`src/rtl/assert_macros.svh`:
```
// ----------------------------------------------------------------------------
// assert_macros.svh - assertion helpers for the display bus sequencer
// Concurrent checks that compile away when SYNTHESIS is defined.
// ----------------------------------------------------------------------------
`ifndef ASSERT_MACROS_SVH
`define ASSERT_MACROS_SVH

`ifndef SYNTHESIS
// Property that must hold at every clock edge outside reset.
`define LCDSEQ_ASSERT(lbl, clk, rst_n, prop, msg) \
    lbl: assert property (@(posedge clk) disable iff (!rst_n) (prop)) else $error(msg);
// Condition that must never be true outside reset.
`define LCDSEQ_NEVER(lbl, clk, rst_n, expr, msg) \
    lbl: assert property (@(posedge clk) disable iff (!rst_n) !(expr)) else $error(msg);
`else
`define LCDSEQ_ASSERT(lbl, clk, rst_n, prop, msg)
`define LCDSEQ_NEVER(lbl, clk, rst_n, expr, msg)
`endif

`endif

```
`src/rtl/lcdseq_pkg.sv`:
```
// ----------------------------------------------------------------------------
// lcdseq_pkg - shared types and constants
// Item formats, opcodes, register indexes and display command bytes.
// ----------------------------------------------------------------------------
package lcdseq_pkg;

    // request opcodes
    localparam logic [2:0] OP_CMD   = 3'd0;
    localparam logic [2:0] OP_DATA  = 3'd1;
    localparam logic [2:0] OP_INIT  = 3'd2;
    localparam logic [2:0] OP_CURSOR = 3'd3;
    localparam logic [2:0] OP_CLEAR = 3'd4;
    localparam logic [2:0] OP_HOME  = 3'd5;

    // configuration register indexes
    localparam logic [2:0] CFG_BUS_8BIT    = 3'd0;
    localparam logic [2:0] CFG_TWO_LINES   = 3'd1;
    localparam logic [2:0] CFG_LARGE_FONT  = 3'd2;
    localparam logic [2:0] CFG_LINE_COUNT  = 3'd3;
    localparam logic [2:0] CFG_ROW_OFFSET0 = 3'd4;
    localparam logic [2:0] CFG_ROW_OFFSET1 = 3'd5;
    localparam logic [2:0] CFG_ROW_OFFSET2 = 3'd6;
    localparam logic [2:0] CFG_ROW_OFFSET3 = 3'd7;

    localparam int CFG_DATA_W = 7;

    // display command bytes and bits
    localparam logic [7:0] CMD_CLEAR      = 8'h01;
    localparam logic [7:0] CMD_HOME       = 8'h02;
    localparam logic [7:0] LCD_WAKE_NIB   = 8'h03;
    localparam logic [7:0] LCD_FONT_5X10  = 8'h04;
    localparam logic [7:0] LCD_TWO_LINE   = 8'h08;
    localparam logic [7:0] LCD_BUS_8BIT   = 8'h10;
    localparam logic [7:0] LCD_FUNC_SET   = 8'h20;
    localparam logic [7:0] LCD_SET_DDRAM  = 8'h80;
    localparam logic [7:0] CMD_DISPLAY_ON = 8'h0C;
    localparam logic [7:0] LCD_ENTRY_MODE = 8'h06;

    // waits in milliseconds
    localparam logic [6:0] WAIT_POWER_UP  = 7'd50;
    localparam logic [6:0] WAIT_LONG_CMD  = 7'd50;
    localparam logic [6:0] WAIT_WAKE_LONG = 7'd5;
    localparam logic [6:0] WAIT_WAKE_SHORT = 7'd1;

    localparam int STEP_W = 4;

    typedef struct packed {
        logic [2:0] opcode;
        logic [7:0] byte_value;
        logic [7:0] column;
        logic [7:0] row;
    } req_t;

    typedef struct packed {
        logic       register_select;
        logic [7:0] bus_value;
        logic [5:0] wait_before_ms;
        logic [5:0] wait_after_ms;
        logic       last;
    } strobe_t;

    typedef enum logic {
        JOB_BYTE,
        JOB_INIT
    } job_kind_t;

    // one classified request, as queued between front and back
    typedef struct packed {
        job_kind_t  kind;
        logic       rs;
        logic [7:0] value;      // byte to send, or function set for init
        logic       long_wait;  // extra settle after clear and home
    } job_t;

    function automatic logic [5:0] sat_wait(input logic [6:0] ms);
        return (ms > 7'd63) ? 6'd63 : ms[5:0];
    endfunction

endpackage

```
`src/rtl/lcdseq_front.sv`:
```
// ----------------------------------------------------------------------------
// lcdseq_front - request intake and classification
// Holds the configuration registers and turns each request into a job.
// ----------------------------------------------------------------------------
module lcdseq_front (
    input  logic                                 clk,
    input  logic                                 rst_n,
    input  logic                                 cfg_we,
    input  logic [2:0]                           cfg_index,
    input  logic [lcdseq_pkg::CFG_DATA_W-1:0]    cfg_data,
    input  logic                                 start,
    input  lcdseq_pkg::req_t                     request,
    input  logic                                 full,
    output logic                                 push,
    output lcdseq_pkg::job_t                     job,
    output logic                                 bus_8bit
);

    logic       bus_8bit_reg;
    logic       two_lines_reg;
    logic       large_font_reg;
    logic [2:0] line_count_reg;
    logic [6:0] row_offset_reg [4];

    logic       known_op;
    logic [7:0] func_set;
    logic [2:0] lines;
    logic [1:0] row_sel;
    logic [6:0] ddram_addr;

    always_ff @(posedge clk or negedge rst_n)
    begin
        if (!rst_n)
        begin
            bus_8bit_reg      <= 1'b0;
            two_lines_reg     <= 1'b1;
            large_font_reg    <= 1'b0;
            line_count_reg    <= 3'd2;
            row_offset_reg[0] <= 7'd0;
            row_offset_reg[1] <= 7'd64;
            row_offset_reg[2] <= 7'd20;
            row_offset_reg[3] <= 7'd84;
        end
        else if (cfg_we)
        begin
            unique case (cfg_index)
                lcdseq_pkg::CFG_BUS_8BIT:    bus_8bit_reg      <= cfg_data[0];
                lcdseq_pkg::CFG_TWO_LINES:   two_lines_reg     <= cfg_data[0];
                lcdseq_pkg::CFG_LARGE_FONT:  large_font_reg    <= cfg_data[0];
                lcdseq_pkg::CFG_LINE_COUNT:  line_count_reg    <= cfg_data[2:0];
                lcdseq_pkg::CFG_ROW_OFFSET0: row_offset_reg[0] <= cfg_data;
                lcdseq_pkg::CFG_ROW_OFFSET1: row_offset_reg[1] <= cfg_data;
                lcdseq_pkg::CFG_ROW_OFFSET2: row_offset_reg[2] <= cfg_data;
                lcdseq_pkg::CFG_ROW_OFFSET3: row_offset_reg[3] <= cfg_data;
                default: ;
            endcase
        end
    end

    // function set byte from the current bus and font settings
    always_comb
    begin
        func_set = lcdseq_pkg::LCD_FUNC_SET;
        if (bus_8bit_reg)
            func_set = func_set | lcdseq_pkg::LCD_BUS_8BIT;
        if (two_lines_reg)
            func_set = func_set | lcdseq_pkg::LCD_TWO_LINE;
        if (large_font_reg)
            func_set = func_set | lcdseq_pkg::LCD_FONT_5X10;
    end

    // clamp the row to three, then to the last line in use
    always_comb
    begin
        lines   = (line_count_reg == 3'd0) ? 3'd1 : line_count_reg;
        row_sel = (request.row >= 8'd4) ? 2'd3 : request.row[1:0];
        if ({1'b0, row_sel} >= lines)
            row_sel = 2'(lines - 3'd1);
        ddram_addr = request.column[6:0] + row_offset_reg[row_sel];
    end

    always_comb
    begin
        known_op      = 1'b1;
        job.kind      = lcdseq_pkg::JOB_BYTE;
        job.rs        = 1'b0;
        job.value     = request.byte_value;
        job.long_wait = 1'b0;
        unique case (request.opcode)
            lcdseq_pkg::OP_CMD: ;
            lcdseq_pkg::OP_DATA:
                job.rs = 1'b1;
            lcdseq_pkg::OP_INIT:
            begin
                job.kind  = lcdseq_pkg::JOB_INIT;
                job.value = func_set;
            end
            lcdseq_pkg::OP_CURSOR:
                job.value = lcdseq_pkg::LCD_SET_DDRAM | {1'b0, ddram_addr};
            lcdseq_pkg::OP_CLEAR:
            begin
                job.value     = lcdseq_pkg::CMD_CLEAR;
                job.long_wait = 1'b1;
            end
            lcdseq_pkg::OP_HOME:
            begin
                job.value     = lcdseq_pkg::CMD_HOME;
                job.long_wait = 1'b1;
            end
            default:
                known_op = 1'b0;
        endcase
    end

    // drop unknown opcodes: they produce no strobes
    assign push     = start && !full && known_op;
    assign bus_8bit = bus_8bit_reg;

endmodule

```
`src/rtl/lcdseq_queue.sv`:
```
// ----------------------------------------------------------------------------
// lcdseq_queue - job queue between front and back
// Small register FIFO; the head entry is the job being carried out.
// ----------------------------------------------------------------------------
`include "assert_macros.svh"

module lcdseq_queue #(
    parameter int DEPTH = 2
) (
    input  logic             clk,
    input  logic             rst_n,
    input  logic             push,
    input  lcdseq_pkg::job_t push_job,
    input  logic             pop,
    output logic             full,
    output logic             head_valid,
    output lcdseq_pkg::job_t head_job
);

    localparam int PTR_W = (DEPTH > 1) ? $clog2(DEPTH) : 1;
    localparam int CNT_W = $clog2(DEPTH + 1);

    lcdseq_pkg::job_t entry_reg [DEPTH];
    logic [PTR_W-1:0] wr_ptr_reg, wr_ptr_next;
    logic [PTR_W-1:0] rd_ptr_reg, rd_ptr_next;
    logic [CNT_W-1:0] count_reg, count_next;

    function automatic logic [PTR_W-1:0] bump(input logic [PTR_W-1:0] ptr);
        return (ptr == PTR_W'(DEPTH - 1)) ? '0 : ptr + 1'b1;
    endfunction

    always_comb
    begin
        wr_ptr_next = push ? bump(wr_ptr_reg) : wr_ptr_reg;
        rd_ptr_next = pop ? bump(rd_ptr_reg) : rd_ptr_reg;
        count_next  = count_reg;
        if (push && !pop)
            count_next = count_reg + 1'b1;
        else if (pop && !push)
            count_next = count_reg - 1'b1;
    end

    always_ff @(posedge clk or negedge rst_n)
    begin
        if (!rst_n)
        begin
            wr_ptr_reg <= '0;
            rd_ptr_reg <= '0;
            count_reg  <= '0;
        end
        else
        begin
            wr_ptr_reg <= wr_ptr_next;
            rd_ptr_reg <= rd_ptr_next;
            count_reg  <= count_next;
        end
    end

    always_ff @(posedge clk)
    begin
        if (push)
            entry_reg[wr_ptr_reg] <= push_job;
    end

    assign full       = (count_reg == CNT_W'(DEPTH));
    assign head_valid = (count_reg != '0);
    assign head_job   = entry_reg[rd_ptr_reg];

    `LCDSEQ_NEVER(a_no_push_full, clk, rst_n, push && full, "push into full job queue")
    `LCDSEQ_NEVER(a_no_pop_empty, clk, rst_n, pop && !head_valid, "pop from empty job queue")

endmodule

```
`src/rtl/lcdseq_back.sv`:
```
// ----------------------------------------------------------------------------
// lcdseq_back - strobe sequencer
// Expands the job at the queue head into one strobe per cycle.
// ----------------------------------------------------------------------------
`include "assert_macros.svh"

module lcdseq_back #(
    parameter int PULSE_MS = 1
) (
    input  logic                  clk,
    input  logic                  rst_n,
    input  logic                  job_valid,
    input  lcdseq_pkg::job_t      job,
    input  logic                  bus_8bit,
    output logic                  pop,
    output logic                  result_strobe,
    output lcdseq_pkg::strobe_t   result
);

    localparam int SW = lcdseq_pkg::STEP_W;

    logic [SW-1:0]       step_reg, step_next;
    logic                strobe_reg;
    lcdseq_pkg::strobe_t result_reg, result_next;

    logic [SW-1:0] last_step;
    logic [SW-1:0] rel;
    logic [1:0]    pre_idx;
    logic [1:0]    byte_idx;
    logic          lo_half;
    logic          preamble;
    logic [7:0]    cur_byte;
    logic [6:0]    extra;
    logic [5:0]    settle;

    function automatic logic [5:0] settle_after(input logic [6:0] add);
        return lcdseq_pkg::sat_wait(7'(PULSE_MS) + add);
    endfunction

    always_comb
    begin
        if (job.kind == lcdseq_pkg::JOB_INIT)
            last_step = bus_8bit ? SW'(5) : SW'(9);
        else
            last_step = bus_8bit ? SW'(0) : SW'(1);

        // position within the init run: preamble first, then three bytes
        rel      = step_reg - (bus_8bit ? SW'(3) : SW'(4));
        pre_idx  = step_reg[1:0];
        preamble = bus_8bit ? (step_reg < SW'(3)) : (step_reg < SW'(4));
        byte_idx = bus_8bit ? rel[1:0] : rel[2:1];

        cur_byte = job.value;
        extra    = '0;
        lo_half  = step_reg[0];
        if (job.kind == lcdseq_pkg::JOB_INIT)
        begin
            lo_half = rel[0];
            unique case (byte_idx)
                2'd0:    cur_byte = job.value;
                2'd1:    cur_byte = lcdseq_pkg::CMD_DISPLAY_ON;
                default: cur_byte = lcdseq_pkg::LCD_ENTRY_MODE;
            endcase
        end
        else if (job.long_wait)
            extra = lcdseq_pkg::WAIT_LONG_CMD;
        settle = settle_after(extra);

        result_next.register_select = job.rs;
        result_next.wait_before_ms  = '0;
        result_next.last            = (step_reg == last_step);
        if (job.kind == lcdseq_pkg::JOB_INIT && preamble)
        begin
            if (pre_idx == 2'd0)
                result_next.wait_before_ms = lcdseq_pkg::WAIT_POWER_UP[5:0];
            if (bus_8bit)
            begin
                result_next.bus_value = job.value;
                unique case (pre_idx)
                    2'd0:    result_next.wait_after_ms =
                                 settle_after(lcdseq_pkg::WAIT_WAKE_LONG);
                    2'd1:    result_next.wait_after_ms =
                                 settle_after(lcdseq_pkg::WAIT_WAKE_SHORT);
                    default: result_next.wait_after_ms = settle_after('0);
                endcase
            end
            else
            begin
                result_next.bus_value = (pre_idx == 2'd3) ?
                    (lcdseq_pkg::LCD_FUNC_SET >> 4) : lcdseq_pkg::LCD_WAKE_NIB;
                unique case (pre_idx)
                    2'd0, 2'd1: result_next.wait_after_ms =
                                    lcdseq_pkg::WAIT_WAKE_LONG[5:0];
                    2'd2:       result_next.wait_after_ms =
                                    lcdseq_pkg::WAIT_WAKE_SHORT[5:0];
                    default:    result_next.wait_after_ms = '0;
                endcase
            end
        end
        else if (bus_8bit)
        begin
            result_next.bus_value     = cur_byte;
            result_next.wait_after_ms = settle;
        end
        else if (lo_half)
        begin
            result_next.bus_value     = {4'h0, cur_byte[3:0]};
            result_next.wait_after_ms = settle;
        end
        else
        begin
            result_next.bus_value     = {4'h0, cur_byte[7:4]};
            result_next.wait_after_ms = '0;
        end

        pop       = job_valid && result_next.last;
        step_next = step_reg;
        if (job_valid)
            step_next = pop ? '0 : step_reg + 1'b1;
    end

    always_ff @(posedge clk or negedge rst_n)
    begin
        if (!rst_n)
        begin
            step_reg   <= '0;
            strobe_reg <= 1'b0;
        end
        else
        begin
            step_reg   <= step_next;
            strobe_reg <= job_valid;
        end
    end

    always_ff @(posedge clk)
    begin
        if (job_valid)
            result_reg <= result_next;
    end

    assign result_strobe = strobe_reg;
    assign result        = result_reg;

    `LCDSEQ_ASSERT(a_pop_rewinds, clk, rst_n, pop |=> (step_reg == '0), "step not rewound")
    `LCDSEQ_ASSERT(a_mid_job_held, clk, rst_n, (step_reg != '0) |-> job_valid, "job lost mid run")
    `LCDSEQ_ASSERT(a_step_bound, clk, rst_n, step_reg <= SW'(9), "step past longest run")

endmodule

```
`src/rtl/char_lcd_bus_sequencer_unit.sv`:
```
// ----------------------------------------------------------------------------
// char_lcd_bus_sequencer_unit - character display bus sequencer
// Expands display requests into timed enable strobes for the panel driver.
// ----------------------------------------------------------------------------
// Usage:
//   Request channel: drive request and raise start; the item is taken at a
//   rising edge with start high and busy low. busy rises only while the job
//   queue is full. Opcodes six and seven are taken and dropped.
//   Result channel: each strobe shows on result for exactly one cycle with
//   result_strobe high; result.last marks the final strobe of a request.
//   The receiver cannot stall, so the sequencer never waits on it.
//   Config port: cfg_we writes cfg_data into register cfg_index at once;
//   change it only while no request is pending.
// Timing:
//   With the queue empty, the accept edge writes the request into the queue
//   and the first strobe is then registered from the queue head. Strobes
//   follow one per cycle while a job is queued: a byte request gives one
//   strobe on the eight-bit bus and two on the nibble bus, init six or ten.
//   The back sequencer sets the throughput while the queue takes requests.
// Reset:
//   Clears the queue and sequencer and loads the register defaults: nibble
//   bus, two lines, small font, two lines in use, rows at 0, 64, 20, 84.
// ----------------------------------------------------------------------------
module char_lcd_bus_sequencer_unit #(
    parameter int PULSE_MS    = 1,   // settle after each byte, 1 to 16 ms
    parameter int QUEUE_DEPTH = 2    // queued requests, 2 or more
) (
    input  logic                               clk,
    input  logic                               rst_n,
    input  logic                               cfg_we,
    input  logic [2:0]                         cfg_index,
    input  logic [lcdseq_pkg::CFG_DATA_W-1:0]  cfg_data,
    input  logic                               start,
    input  lcdseq_pkg::req_t                   request,
    output logic                               busy,
    output logic                               result_strobe,
    output lcdseq_pkg::strobe_t                result
);

    logic             push;
    logic             pop;
    logic             full;
    logic             head_valid;
    logic             bus_8bit;
    lcdseq_pkg::job_t push_job;
    lcdseq_pkg::job_t head_job;

    // classify requests and hold the registers
    lcdseq_front u_front (
        .clk       (clk),
        .rst_n     (rst_n),
        .cfg_we    (cfg_we),
        .cfg_index (cfg_index),
        .cfg_data  (cfg_data),
        .start     (start),
        .request   (request),
        .full      (full),
        .push      (push),
        .job       (push_job),
        .bus_8bit  (bus_8bit)
    );

    // decouple intake from strobe generation
    lcdseq_queue #(
        .DEPTH (QUEUE_DEPTH)
    ) u_queue (
        .clk        (clk),
        .rst_n      (rst_n),
        .push       (push),
        .push_job   (push_job),
        .pop        (pop),
        .full       (full),
        .head_valid (head_valid),
        .head_job   (head_job)
    );

    // walk the head job one strobe per cycle, pop on its last strobe
    lcdseq_back #(
        .PULSE_MS (PULSE_MS)
    ) u_back (
        .clk           (clk),
        .rst_n         (rst_n),
        .job_valid     (head_valid),
        .job           (head_job),
        .bus_8bit      (bus_8bit),
        .pop           (pop),
        .result_strobe (result_strobe),
        .result        (result)
    );

    // hold off new requests only while the queue has no room
    assign busy = full;

endmodule
```
`config.mk`:
```
export PLATFORM = sky130hd
export DESIGN_NAME = char_lcd_bus_sequencer_unit
export DESIGN_NICKNAME = d
export VERILOG_FILES = /design/src/rtl/lcdseq_pkg.sv /design/src/rtl/lcdseq_front.sv /design/src/rtl/lcdseq_queue.sv /design/src/rtl/lcdseq_back.sv /design/src/rtl/char_lcd_bus_sequencer_unit.sv
export VERILOG_INCLUDE_DIRS = /design/src /design/src/rtl
export SDC_FILE = /design/constraint.sdc
export NUM_CORES = 1
export LEC_CHECK = 0
export CAP_MARGIN = 20
export CORE_ASPECT_RATIO = 0.75
export CORE_UTILIZATION = 65
export CTS_BUF_LIST = sky130_fd_sc_hd__clkbuf_8
export DETAILED_ROUTE_END_ITERATION = 16
export DONT_BUFFER_PORTS = 1
export MAX_ROUTING_LAYER = met4
export PLACE_DENSITY = 0.81
export SYNTH_ARGS = -nofsm -noshare
export SYNTH_HDL_FRONTEND = slang
export SYNTH_SLANG_ARGS = --single-unit
```
`constraint.sdc`:
```
create_clock -name clk -period 5.54 [get_ports clk]
set_input_delay 1.108 -clock clk [delete_from_list [all_inputs] [get_ports clk]]
set_output_delay 1.108 -clock clk [all_outputs]
set_load 0.02 [all_outputs]
```
* Word level (Yosys, flattened, before mapping)
Memories as Yosys holds them, arrays and structs flattened. Cells that the tools add are included.
Word-level totals: memories kept 1, bits in registers 65, latch bits 0, logic and storage cells 125, input bits 41, memory bits (read-only) 0, output and inout port bits 24, bits in writable memories 22
Operators by class: bitwise operators 1, muxes and demuxes 45, add/sub/neg operators 9, shifts and indexed selects 0, divide/modulo/power cells 0, multipliers 0, eq/ne operators 18, reductions and logical operators 27, $lt $le $gt $ge 6
Memory list:
- u_queue.entry_reg | depth 2, bits a word 11, rd ports 1, clocked after memory_dff 0, write ports 1, RTL line lcdseq_queue.sv:23 | lcdseq_pkg::job_t entry_reg [DEPTH];
Operators by type and width (count):
- 6-bit two-way mux | 8
- 8-bit two-way mux | 4
- 8-bit one-hot mux with 4 select lines | 1
- 4-bit two-way mux | 5
- 3-bit equality test (second input constant) | 6
- 8-bit one-hot mux with 2 select lines | 1
- 2-bit AND reduction | 8
- 7-bit binary-select mux with 2-bit select | 1
- 7-bit two-way mux | 2
- 3-bit by 2-bit equality test with 1-bit output (second input constant) | 4
- 1-bit two-way mux | 12
- 3-bit one-hot mux with 2 select lines | 2
- 2-bit two-way mux | 5
- 3-bit logical NOT | 3
- 3-bit two-way mux | 3
- 8-bit by 3-bit >= comparator with 1-bit output (second input constant) | 1
- 1-bit by 6-bit adder with 7-bit output (first input constant) | 1
- 7-bit adder | 1
- 7-bit by 6-bit greater-than comparator with 1-bit output (second input constant) | 1
- 2-bit equality test (second input constant) | 3
- 3-bit by 1-bit equality test with 1-bit output (second input constant) | 2
- 1-bit logical AND | 6
- 6-bit OR reduction | 1
- 5-bit two-way mux | 1
- other kinds (16) | 24

* Depth between registers and ports, before layout
depth in word-level cells 10, gate-level depth with buffers 17, gate-level depth less buffers 16

* Cells and area by module
From an unflattened synthesis, not the netlist that was laid out.
Second synthesis, totals: cell total of the unflattened synthesis 356, area, all modules 4481.8 um^2
By module, submodules not included:
- lcdseq_front | seq. area each 860.8 um^2, area each 2183.3 um^2, cells an instance 190, times used 1
- lcdseq_back | seq. area each 575.6 um^2, area each 1280.0 um^2, cells an instance 116, times used 1
- lcdseq_queue | seq. area each 760.7 um^2, area each 1018.5 um^2, cells an instance 50, times used 1

* Worst setup path after synthesis
No wires, ideal clock.
path type input to register, from in request[6] (netlist bit), to mem u_queue.entry_reg[0][7] (netlist bit), data pin, required time 5.268 ns, stages on the path 17, setup time 0.272 ns, arrival time 4.576 ns, buffers on the path 1, slack 0.693 ns, path through nor4_2 nor4b_2 ha_1 nor2_1 a211oi_1 mux2_2 buf_6 mux4_1 ha_1 inv_1 fa_1 nor2b_1 o31a_1 o311ai_1 or4_1 o32a_1 nand4_1
RTL lines:
- start: declaration | RTL line char_lcd_bus_sequencer_unit.sv:34 | input lcdseq_pkg::req_t request,
- end: declaration | RTL line lcdseq_queue.sv:23

==> results.toml <==
[run_status]
status = "completed"

[global_routing]
groute.usage.overall_pct = 27.9
gr-total-overflow = 0
grt_pass1_vias = 2788
antenna_found_initial = 0
grt_max_degree = 44
grt_pass1_wl_um = 13600

[synth]
syn_inst = 360
synth-seq-area-share_pct = 51.3
syn_area_per_cell_sq_um = 11.9
synthAdderAreaFrac_pct = 5.02
yosysTopAreaCell = "edfxtp_1"
async_flop_share_pct = 53.8
synth_xor_area_share_pct = 1.64
synth.area.mux_share_pct = 16.9
synth_compound_area_share_pct = 8.88
yosys.area_share.simple_pct = 11.9
netlist_area_sq_um = 4280
synth_ff_type = "edfxtp_1"
synth_commonest_cells = "39 x mux2_2, 37 x edfxtp_1, 35 x dfrtp_1, 23 x nand2_1, 21 x nor2_1"
synth_top_family_by_area = "multiplexers"
synth_cell_types = 53
synth_edf_count = 37
synth.most_common_cell = "mux2_2"
synth_top_area_share_pct = 25.9
synthTopCellsByArea = "edfxtp_1 26%, dfrtp_1 20%, mux2_2 10%, dfstp_2 4.9%, ha_1 4.1%"
ys.warnings.count = 0
ys_seq_elements = 80

[drt]
drtIter0Drc = 235
vias = 2824
routedWlPerCell_um = 19.2
wirelength_um = 8430
vias_per_cell = 6.43
postRouteAntennaNets = 0
dr.pass1.iters = 4
remaining_drc_errors = 0

[clocking]
cts_tree = "built"
postCtsSetupBuffers = 0
cts_resized = 0
clk_pin_slew_worst_paths_ns = 0.08
clockBufferDepth = 2
holdBufCountCts = 0
clkSinkCount = 80
cts_buffers = 9
clock_tree.root_cell = "clkbuf_8"
h-tree-depth = 3
clk_latency_ns = 0.35

[worst_setup_path]
worst_path_max_delay_cell = "mux2_1"
path_max_fanout = 9
cpMostUsedCell = "mux2i_1"
required_ns = 5.75
worstSetupPathType = "input pin to register"
cp-start-kind = "input pin"
cp-end-kind = "register"
crit_start = "request[6]"
crit_arrival_ns = 5.22
critPathMaxStageDelay_ns = 0.56
r2r-start = "u_front.line_count_reg[1]"
cp_cell_sequence = "nor4_2, nor4b_2, ha_1, nor2_1, a211oi_1, mux2_1, mux2i_1, mux2i_1, inv_1, fa_1, nor2b_1, o31a_1, o311ai_1, or4_1, o32a_1, nand4_1"

[sta]
holdWs_ns = 0.443
fin_ws_ns = 0.524
hold_violations = 0
tightestPinTransition_ns = 0.814
finalSetupViolCount = 0
rsz0062_at_grt = "no"
finalSetupTns_ns = 0
max_freq_mhz = 199
skew_ns = 0.00721
slew_violations = 0
fin_crit_sh_pct = 90.5
period_needed_ns = 5.02
max_slew_margin_pct = 45.1

[floorplanning]
core_area_sq_um = 6320
row_count = 25
die_h_um = 72.3
start_util_pct = 67.8
die-area_sq_um = 6920
die_x_um = 95.7
ios = 65

[final_layout]
largest_register_ff_count = 28
fin_nets = 410
synthToLayoutAreaGrowth_pct = 5.67
instances_no_fill = 439
diodes = 0
drive_gt1_share_pct = 18.7

[placement]
dp_hpwl_um = 6050
port_buffers = 0
dp.cells = 422
gp_congestion = 0.855
dpl_worst_slack_ns = 0.200

[power]
power_mw = 2.32
powerDensity_nw_per_um2 = 514
vdd_drop_max_v = 0.000320
cellLeakagePower_nw = 1.81

[job]
max_cap_violations = 0

[min_path]
hold_path.class = "input pin to async pin"
## per-layer routing
layer	wire [um]	GRT usage (%)	up-vias
li1	-	-	1314
met1	3920	39.6	1365
met5	0	-	-
met3	687	6.18	11
met4	79	8.46	0
met2	3730	40.5	134
## kinds of logic (layout without fill, tap and decap cells)
logic type	count (synthesis)	in the layout
AOI/OAI and AO/OA	60	60
xor gates and xnor gates	8	8
adders and majority gates	16	16
buffers and inverters	39	34
DFF	80	80
muxes	59	59
other	1	4
and+or+nand+nor	97	97
## cell type report
class | instances | area, sq um
multi-input combinational | 244 | 1910
clock buffer | 9 | 124
timing repair buffer | 1 | 7.51
fill | 416 | 1790
clock inverter | 7 | 119
sequential | 80 | 2200
inverter | 17 | 63.8
tap | 81 | 101
## where the power goes
group	internal [mW]	switching, mW
Sequential	0.846	0.207
Combinational	0.336	0.421
Clock	0.301	0.214
Total	1.48	0.842
## path summary, 6_finish.rpt
kind	slack (ns)	end	depth (start not counted)
hold / removal	0.44	u_front.row_offset_reg[16]	0
min in group clk	0.50	u_queue.count_reg[1]	1
hold reg to reg	0.50	u_queue.count_reg[1]	1
max in group asynchronous	4.91	u_front.row_offset_reg[6]	0
setup reg to reg	1.13	u_queue.entry_reg[0][7]	15
setup / recovery	0.52	u_queue.entry_reg[0][7]	16
## through the flow
| step | utilization (%) | area [sq um] |
|---|---|---|
| after detailed placement | 67.7 | 4280 |
| after CTS | 71.5 | 4520 |
| after global placement | 67.7 | 4280 |
| after global routing | 71.6 | 4530 |
| after floorplan | - | 4290 |
| final | 71.6 | 4530 |
## critical path, delay by kind of cell
kind | cells | cell delay (ns)
mux | 3 | 1.05
simple gates | 6 | 1.43
buf+inv | 1 | 0.10
compound gates | 4 | 0.91
fa+ha+maj | 2 | 0.60
## cell usage in the layout, fill, tap and decap left out, drive strengths merged, types with 10 or more instances in the layout
master  count
a21oi      16
dfrtp      35
edfxtp     37
ha         14
inv        19
mux2       40
mux2i      14
nand2      23
nor2       21
nor3       10
o21ai      12
No activity file was read; power rests on OpenSTA's default activity.
